### src/hw/rtl/gdt_pkg.sv
package gdt_pkg;

    // field widths
    localparam int LAT_W      = 28;
    localparam int LON_W      = 29;
    localparam int TS_W       = 32;
    localparam int RADIUS_W   = 25;
    localparam int THR_W      = 32;
    localparam int CNT_OUT_W  = 20;
    localparam int TIME_W     = 40;
    localparam int CFG_IDX_W  = 3;
    localparam int CFG_DATA_W = 32;

    localparam int COUNT_BITS = 20;
    localparam longint unsigned EARTH_RADIUS_M = 64'd6371000;

    // sequencing
    localparam int CORDIC_STEPS  = 30;
    localparam int ROOT_STEPS    = 31;
    localparam int ANGLE_STEPS   = 8;
    localparam int PRODUCT_STEPS = 5;
    localparam int STEP_W        = 5;

    // datapath widths
    localparam int XY_W   = 35;
    localparam int Z_W    = 34;
    localparam int Q_W    = 31;
    localparam int MUL_W  = 31;
    localparam int PROD_W = 62;
    localparam int A_W    = 61;
    localparam int ROOT_W = 62;
    localparam int DIST_W = 26;
    localparam int ULAT_W = LAT_W - 1;
    localparam int ULON_W = LON_W + 1;

    localparam logic [Q_W-1:0] CORDIC_GAIN = 31'd652032874;
    localparam logic [Q_W-1:0] ONE_Q30     = 31'd1073741824;
    localparam logic [A_W-1:0] ONE_Q60     = A_W'(1) << 60;

    // microdegrees to Q30 radians, constant split so each half fits the multiplier
    localparam logic [63:0] UDEG_TO_RAD = 64'd40244552545;
    localparam int K_SPLIT = 18;
    localparam logic [MUL_W-1:0] K_LO = MUL_W'(UDEG_TO_RAD & ((64'd1 << K_SPLIT) - 64'd1));
    localparam logic [MUL_W-1:0] K_HI = MUL_W'(UDEG_TO_RAD >> K_SPLIT);
    localparam logic [MUL_W-1:0] DIST_SCALE = MUL_W'(EARTH_RADIUS_M * 64'd2);

    localparam logic signed [LAT_W-1:0] LAT_LIMIT = 28'sd90000000;
    localparam logic [ULON_W-1:0] FULL_TURN = 30'd360000000;
    localparam logic [ULON_W-1:0] HALF_TURN = 30'd180000000;

    typedef enum logic [CFG_IDX_W-1:0] {
        CFG_CENTRE_LAT = 3'd0,
        CFG_CENTRE_LON = 3'd1,
        CFG_RADIUS     = 3'd2,
        CFG_RING       = 3'd3,
        CFG_THRESHOLD  = 3'd4
    } cfg_idx_t;

    typedef enum logic [3:0] {
        ST_IDLE,
        ST_PREP,
        ST_WRAP,
        ST_ANGLE,
        ST_ROT_LOAD,
        ST_ROTATE,
        ST_PRODUCT,
        ST_ROOT_LOAD,
        ST_ROOT,
        ST_VEC_LOAD,
        ST_VECTOR,
        ST_DIST,
        ST_UPDATE
    } state_t;

    typedef enum logic [2:0] {
        MUL_ANG_LO,
        MUL_ANG_HI,
        MUL_CC,
        MUL_T,
        MUL_P1,
        MUL_P2,
        MUL_P3,
        MUL_DIST
    } mul_sel_t;

    typedef struct packed {
        logic              load_in;
        logic              prep;
        logic              wrap;
        logic              mul_en;
        mul_sel_t          mul_sel;
        logic              rot_load;
        logic              vec_load;
        logic              cordic_step;
        logic              root_load;
        logic              root_step;
        logic              update;
        logic [STEP_W-1:0] step;
    } dp_cmd_t;

    typedef struct packed {
        logic last;
    } dp_status_t;

    function automatic logic [Q_W-1:0] atan_q30(input logic [STEP_W-1:0] idx);
        logic [Q_W-1:0] v;
        unique case (idx)
            5'd0:  v = 31'd843314857;
            5'd1:  v = 31'd497837829;
            5'd2:  v = 31'd263043837;
            5'd3:  v = 31'd133525159;
            5'd4:  v = 31'd67021687;
            5'd5:  v = 31'd33543516;
            5'd6:  v = 31'd16775851;
            5'd7:  v = 31'd8388437;
            5'd8:  v = 31'd4194283;
            5'd9:  v = 31'd2097149;
            5'd10: v = 31'd1048576;
            5'd11: v = 31'd524288;
            5'd12: v = 31'd262144;
            5'd13: v = 31'd131072;
            5'd14: v = 31'd65536;
            5'd15: v = 31'd32768;
            5'd16: v = 31'd16384;
            5'd17: v = 31'd8192;
            5'd18: v = 31'd4096;
            5'd19: v = 31'd2048;
            5'd20: v = 31'd1024;
            5'd21: v = 31'd512;
            5'd22: v = 31'd256;
            5'd23: v = 31'd128;
            5'd24: v = 31'd64;
            5'd25: v = 31'd32;
            5'd26: v = 31'd16;
            5'd27: v = 31'd8;
            5'd28: v = 31'd4;
            5'd29: v = 31'd2;
            default: v = '0;
        endcase
        return v;
    endfunction

endpackage

### src/hw/rtl/gdt_ctrl.sv
module gdt_ctrl (
    input  logic                 aclk,
    input  logic                 aresetn,
    input  logic                 s_valid,
    output logic                 s_ready,
    output logic                 m_valid,
    input  logic                 m_ready,
    input  gdt_pkg::dp_status_t  status,
    output gdt_pkg::dp_cmd_t     cmd
);

    gdt_pkg::state_t             state_reg, state_next;
    logic [gdt_pkg::STEP_W-1:0]  step_reg, step_next;
    logic                        m_valid_reg, m_valid_next;
    logic                        fire, counting;

    assign fire = (state_reg == gdt_pkg::ST_UPDATE)
                  && (!status.last || !m_valid_reg || m_ready);

    always_comb begin
        state_next = state_reg;
        unique case (state_reg)
            gdt_pkg::ST_IDLE:      if (s_valid) state_next = gdt_pkg::ST_PREP;
            gdt_pkg::ST_PREP:      state_next = gdt_pkg::ST_WRAP;
            gdt_pkg::ST_WRAP:      state_next = gdt_pkg::ST_ANGLE;
            gdt_pkg::ST_ANGLE:
                if (step_reg == gdt_pkg::STEP_W'(gdt_pkg::ANGLE_STEPS - 1))
                    state_next = gdt_pkg::ST_ROT_LOAD;
            gdt_pkg::ST_ROT_LOAD:  state_next = gdt_pkg::ST_ROTATE;
            gdt_pkg::ST_ROTATE:
                if (step_reg == gdt_pkg::STEP_W'(gdt_pkg::CORDIC_STEPS - 1))
                    state_next = gdt_pkg::ST_PRODUCT;
            gdt_pkg::ST_PRODUCT:
                if (step_reg == gdt_pkg::STEP_W'(gdt_pkg::PRODUCT_STEPS - 1))
                    state_next = gdt_pkg::ST_ROOT_LOAD;
            gdt_pkg::ST_ROOT_LOAD: state_next = gdt_pkg::ST_ROOT;
            gdt_pkg::ST_ROOT:
                if (step_reg == gdt_pkg::STEP_W'(gdt_pkg::ROOT_STEPS - 1))
                    state_next = gdt_pkg::ST_VEC_LOAD;
            gdt_pkg::ST_VEC_LOAD:  state_next = gdt_pkg::ST_VECTOR;
            gdt_pkg::ST_VECTOR:
                if (step_reg == gdt_pkg::STEP_W'(gdt_pkg::CORDIC_STEPS - 1))
                    state_next = gdt_pkg::ST_DIST;
            gdt_pkg::ST_DIST:      state_next = gdt_pkg::ST_UPDATE;
            gdt_pkg::ST_UPDATE:    if (fire) state_next = gdt_pkg::ST_IDLE;
            default:               state_next = gdt_pkg::ST_IDLE;
        endcase
    end

    always_comb begin
        counting = (state_reg == gdt_pkg::ST_ANGLE) || (state_reg == gdt_pkg::ST_ROTATE)
                || (state_reg == gdt_pkg::ST_PRODUCT) || (state_reg == gdt_pkg::ST_ROOT)
                || (state_reg == gdt_pkg::ST_VECTOR);
        step_next = (counting && state_next == state_reg) ? step_reg + gdt_pkg::STEP_W'(1)
                                                          : '0;
        m_valid_next = m_valid_reg && !m_ready;
        if (fire && status.last) begin
            m_valid_next = 1'b1;
        end
    end

    always_comb begin
        cmd         = '0;
        cmd.mul_sel = gdt_pkg::MUL_ANG_LO;
        cmd.step    = step_reg;
        unique case (state_reg)
            gdt_pkg::ST_IDLE:      cmd.load_in = s_valid;
            gdt_pkg::ST_PREP:      cmd.prep = 1'b1;
            gdt_pkg::ST_WRAP:      cmd.wrap = 1'b1;
            gdt_pkg::ST_ANGLE: begin
                cmd.mul_en  = 1'b1;
                cmd.mul_sel = step_reg[0] ? gdt_pkg::MUL_ANG_HI : gdt_pkg::MUL_ANG_LO;
            end
            gdt_pkg::ST_ROT_LOAD:  cmd.rot_load = 1'b1;
            gdt_pkg::ST_ROTATE:    cmd.cordic_step = 1'b1;
            gdt_pkg::ST_PRODUCT: begin
                cmd.mul_en = 1'b1;
                unique case (step_reg)
                    5'd0:    cmd.mul_sel = gdt_pkg::MUL_CC;
                    5'd1:    cmd.mul_sel = gdt_pkg::MUL_T;
                    5'd2:    cmd.mul_sel = gdt_pkg::MUL_P1;
                    5'd3:    cmd.mul_sel = gdt_pkg::MUL_P2;
                    default: cmd.mul_sel = gdt_pkg::MUL_P3;
                endcase
            end
            gdt_pkg::ST_ROOT_LOAD: cmd.root_load = 1'b1;
            gdt_pkg::ST_ROOT:      cmd.root_step = 1'b1;
            gdt_pkg::ST_VEC_LOAD:  cmd.vec_load = 1'b1;
            gdt_pkg::ST_VECTOR: begin
                cmd.cordic_step = 1'b1;
                cmd.mul_sel     = gdt_pkg::MUL_DIST;
            end
            gdt_pkg::ST_DIST: begin
                cmd.mul_en  = 1'b1;
                cmd.mul_sel = gdt_pkg::MUL_DIST;
            end
            gdt_pkg::ST_UPDATE:    cmd.update = fire;
            default: ;
        endcase
    end

    always_ff @(posedge aclk) begin
        if (!aresetn) begin
            state_reg   <= gdt_pkg::ST_IDLE;
            step_reg    <= '0;
            m_valid_reg <= 1'b0;
        end else begin
            state_reg   <= state_next;
            step_reg    <= step_next;
            m_valid_reg <= m_valid_next;
        end
    end

    assign s_ready = (state_reg == gdt_pkg::ST_IDLE);
    assign m_valid = m_valid_reg;

    a_one_item: assert property (@(posedge aclk) disable iff (!aresetn)
        s_valid && s_ready |=> !s_ready)
        else $error("second item taken while one is in work");

    a_step_range: assert property (@(posedge aclk) disable iff (!aresetn)
        step_reg <= gdt_pkg::STEP_W'(gdt_pkg::ROOT_STEPS - 1))
        else $error("step counter past longest loop");

    a_hold_update: assert property (@(posedge aclk) disable iff (!aresetn)
        (state_reg == gdt_pkg::ST_UPDATE) && !fire |=> state_reg == gdt_pkg::ST_UPDATE)
        else $error("update left without committing");

    a_result_source: assert property (@(posedge aclk) disable iff (!aresetn)
        $rose(m_valid_reg) |-> $past(state_reg == gdt_pkg::ST_UPDATE))
        else $error("result raised outside update");

endmodule
### config.mk
export PLATFORM = sky130hd
export DESIGN_NAME = gdt_ctrl
export DESIGN_NICKNAME = d
export VERILOG_FILES = /design/src/hw/rtl/gdt_pkg.sv /design/src/hw/rtl/gdt_ctrl.sv
export SDC_FILE = /design/constraint.sdc
export NUM_CORES = 1
export LEC_CHECK = 0
export BUFFER_PORTS_ARGS = -buffer_cell sky130_fd_sc_hd__buf_2
export CORE_ASPECT_RATIO = 0.7
export CORE_MARGIN = 2
export CORE_UTILIZATION = 40
export DETAILED_ROUTE_END_ITERATION = 12
export GPL_TIMING_DRIVEN = 1
export PLACE_DENSITY = 0.67
export SKIP_LAST_GASP = 1
export SYNTH_ARGS = -nofsm -noshare
export SYNTH_HDL_FRONTEND = slang
export SYNTH_SLANG_ARGS = --single-unit
### constraint.sdc
create_clock -name aclk -period 2.1 [get_ports aclk]
set_clock_uncertainty 0.2 [all_clocks]
set_input_delay 0.315 -clock aclk [delete_from_list [all_inputs] [get_ports aclk]]
set_output_delay 0.315 -clock aclk [all_outputs]
set_load 0.03 [all_outputs]
== After elaboration in Yosys (flattened, before gate mapping) ==
Cells that the tools add are included.
Widths: inputs -> output; s select.

* Memory bits (writable): 0
* Output and inout port bits: 20
* Memories kept: 0
* Memory bits (read-only): 0
* Register bits after elaboration: 10
* Latch bits: 0
* Logic and storage cells: 65

* Shifts and indexed selects: 0
* $mul: 0
* Magnitude comparators: 0
* Equal/unequal tests: 20
* $add $sub $neg: 1
* Reductions and logical operators: 19
* Bitwise logic cells: 0
* Divide/modulo/power cells: 0
* Muxes and demuxes: 22

{| class="wikitable"
|+ Operator list
! kind !! number
|-
| $pmux 4 s13 || 1
|-
| $mux 4 || 7
|-
| $eq 4x4->1 const B || 5
|-
| $eq 4x3->1 const B || 4
|-
| $mux 1 || 12
|-
| $pmux 3 s4 || 1
|-
| $eq 5x2->1 const B || 2
|-
| $eq 5x3->1 const B || 2
|-
| $eq 5x5->1 const B || 2
|-
| $pmux 3 s3 || 1
|-
| $eq 4x2->1 const B || 2
|-
| $logic_or 1x1->1 || 6
|-
| $add 5x1->5 const B || 1
|-
| $eq 5x1->1 const B || 1
|-
| $logic_not 5->1 || 1
|-
| $eq 4x1->1 const B || 1
|-
| $eq 4x4->1 || 1
|-
| $logic_and 1x1->1 || 4
|-
| $logic_not 4->1 || 1
|-
| $reduce_or 2->1 || 2
|-
| $logic_not 1->1 || 3
|-
| $reduce_or 3->1 || 1
|-
| $reduce_and 2->1 || 1
|}

== Logic depth before layout (Yosys ltp) ==
* Word-level depth: 9
* Depth in mapped cells: 7

== Worst setup path after synthesis ==
No wires, ideal clock.

* Kind: reg2out
* Start: register step_reg[0] (netlist bit)
* End: output port cmd[13] (netlist bit)
* Stages on the path, launching flop included: 6
* Setup slack: -0.280 ns
* Buffers on the path: 0
* Arrival time: 1.865 ns
* Required time: 1.585 ns
* Path through: dfxtp_1 > inv_1 > ha_1 > o21ai_0 > o21ai_0 > a21boi_0

{| class="wikitable"
|+ RTL lines
! item !! RTL line !! source
|-
| start: declaration || gdt_ctrl.sv:13 || <nowiki>logic [gdt_pkg::STEP_W-1:0] step_reg, step_next;</nowiki>
|-
| start signal: assignment || gdt_ctrl.sv:109 || <nowiki>step_reg <= step_next;</nowiki>
|-
| end: declaration || gdt_ctrl.sv:9 || <nowiki>output gdt_pkg::dp_cmd_t cmd</nowiki>
|}

==> impl_metrics.yaml <==
run_status:
  status: "complete, but fails checks"
  violations: "DRC, setup timing"
synthesis:
  yosys.area.top_type: "dfxtp_1"
  synthArstFlopShare_pct: 0
  synthDistinctLibCells: 38
  avgSynthCellArea_um2: 7.19
  synth_ff_type: "dfxtp_1"
  syn_nets: 126
  ys_ff_latch: 10
  ys_warn_count: 0
  synth_area_leaders: "dfxtp_1, a21oi_1, ha_1"
  synth-seq-area-share_pct: 23.8
  postSynthCellCount: 117
  synth_area_um2: 841
  synth_most_common_cell: "nor2_1"
  netlist.area_leader.share_pct: 23.8
  synth-edff-count: 0
  synth_commonest_cells: "nor2_1, a21oi_1, dfxtp_1, o21ai_0, nand4_1"
place:
  dp_slack_ns: -0.00224
  dp_hpwl_um: 1860
  gp_congestion: 0.888
  dp.cells: 168
  io_buffers: 24
grt:
  grt.total_usage_pct: 20.9
  grt_pass1_vias: 806
  grt-ovfl-total: 0
  grt_pass1_wl_um: 3980
  grt_antenna_before_repair: 0
  grt_max_degree: 12
finish:
  fillers: 164
  area_delta_synth_final_pct: 51.3
  drive_gt1_share_pct: 50.3
  largest_reg_flops: 5
  fin_cells: 175
  finalNetCount: 163
  finish.utilization_pct: 66.3
  diodes: 0
critical_path:
  worstPathCellList: "or3_4 -> o41ai_4 -> a21boi_1 -> buf_4"
  cp_max_fo: 4
  crit_arrival_ns: 1.68
  worstPathRequired_ns: 1.58
  crit_type: "reg -> out"
  max_stage_delay_ns: 0.40
  cp-end-kind: "output pin"
  worst-path-buf-inv: 1
  cp-start-kind: "register"
  crit_family: "compound AO/OA/AOI/OAI gates"
  crit_slowest_cell: "or3_4"
detailed_routing:
  drc_errors: 3
  wl_um: 2790
  vias_per_cell: 5.85
  ant_nets: 0
  first_pass_iters: 8
  via_count: 1023
  wire_per_inst_um: 15.9
  drtIter0Drc: 66
floorplan:
  dieArea_um2: 2490
  die_y_um: 42.4
  rows: 13
  io_pins: 25
  core_area_um2: 1920
  start_util_pct: 43.8
  die_w_um: 58.8
clocking:
  clockBufferDepth: 2
  cts_buffers: 3
  htreeDepth: 1
  hold_buffers: 0
  clkTransAtPathRegs_ns: 0.07
  clk_latency_ns: 0.28
  root_buffer: "clkbuf_4"
  tritoncts: "done"
  cts.sinks: 10
sta:
  hold_violations: 0
  setup_slack_ns: -0.0968
  maxClockFrequency_ghz: 0.455
  finalSetupViolations: 3
  worst_pin_slew_ns: 0.605
  fin_crit_sh_pct: 105
  period_needed_ns: 2.20
  rsz0062_at_grt: "yes"
  slew_headroom_pct: 59.2
  drv_slew: 0
job:
  cap_violations: 0
pwr:
  cellLeakagePower_nw: 0.507
  irDropWorstVdd_mv: 0.420
  power_uw: 515
  power_density_nw_per_um2: 405
min_path:
  hold_path.class: "in -> reg"
==> cell type report <==
cell class / instances / area, µm² / area share [%]
tap: 22 / 27.5 / 2.16
inverter: 4 / 17.5 / 1.38
sequential: 10 / 220 / 17.3
timing repair buffer: 42 / 265 / 20.8
multi-input combinational: 93 / 706 / 55.5
clock buffer: 4 / 36.3 / 2.85
==> tightest hold or removal path, delay by kind of cell <==
kind                   cells  cell delay, ns
AND/OR/NAND/NOR            1            0.09
AO/OA/AOI/OAI              1            0.06
buffers and inverters      1            0.08
==> power by group <==
group / internal (mW) / switching, mW / total (mW)
Combinational: 0.0504 / 0.0810 / 0.131
Sequential: 0.190 / 0.0107 / 0.201
Clock: 0.106 / 0.0768 / 0.182
Total: 0.346 / 0.168 / 0.515
==> metal layers <==
| layer | up-vias | part of all wire (%) | wire (µm) | GRT usage (%) |
|---|---|---|---|---|
| met5 | - | 0 | 0 | 0 |
| met4 | 0 | 1.2 | 34 | 6.36 |
| met3 | 6 | 7.6 | 213 | 3.70 |
| met2 | 55 | 43 | 1200 | 28.0 |
| met1 | 461 | 48 | 1340 | 32.8 |
| li1 | 501 | - | - | - |
==> per-stage QoR <==
stage                       TNS, ns  hold slack [ns]  instance area (µm²)
after detailed placement   -0.00387            0.284                 1060
after floorplan           -0.000820            0.300                  852
after global placement            0            0.275                 1060
final                        -0.181            0.119                 1270
after global routing         -0.393            0.154                 1270
after CTS                   -0.0326            0.111                 1120
==> placed cells by master, fill, tap and decap left out, types with 2 or more instances in the layout <==
cell	count
nor2_1	9
nand2_1	5
o21a_1	3
a21oi_1	5
o22ai_1	2
clkbuf_4	4
or3_4	2
dfxtp_4	4
xnor2_1	2
o21ai_0	7
o21ai_2	2
nand3_1	2
a21boi_1	2
nand4_1	8
inv_1	2
ha_4	3
nor3_1	5
and2_1	3
buf_4	21
dfxtp_1	2
dfxtp_2	4
nand2b_1	5
buf_2	20
a21oi_2	5
==> kinds of logic after synthesis <==
| logic type | after synthesis | share of synthesized area [%] |
|---|---|---|
| adder cells (fa/ha/maj) | 4 | 5.95 |
| flip-flops | 10 | 23.8 |
| AO/OA/AOI/OAI | 36 | 26.9 |
| AND/OR/NAND/NOR | 50 | 32.3 |
| buffers and inverters | 14 | 7.89 |
| XOR/XNOR | 3 | 3.13 |
==> timing repair <==
item                                    CTS  global route
hold endpoints to repair                  0             0
buffers inserted                          0             3
gates resized for setup                  10            33
endpoints found under the setup margin    8            10
pin swaps                                 1             7
==> final timing paths <==
path | startpoint | to | slack (ns) | cells after the start
max | step_reg[2]$_SDFF_PN0_ | cmd[12] | -0.1 | 4
min | m_ready | m_valid$_SDFF_PN0_ | 0.12 | 3
max reg2reg | step_reg[0]$_SDFF_PN0_ | step_reg[2]$_SDFF_PN0_ | -0.03 | 7
min reg2reg | m_valid$_SDFF_PN0_ | m_valid$_SDFF_PN0_ | 0.30 | 2
No activity file was read; power rests on OpenSTA's default activity.
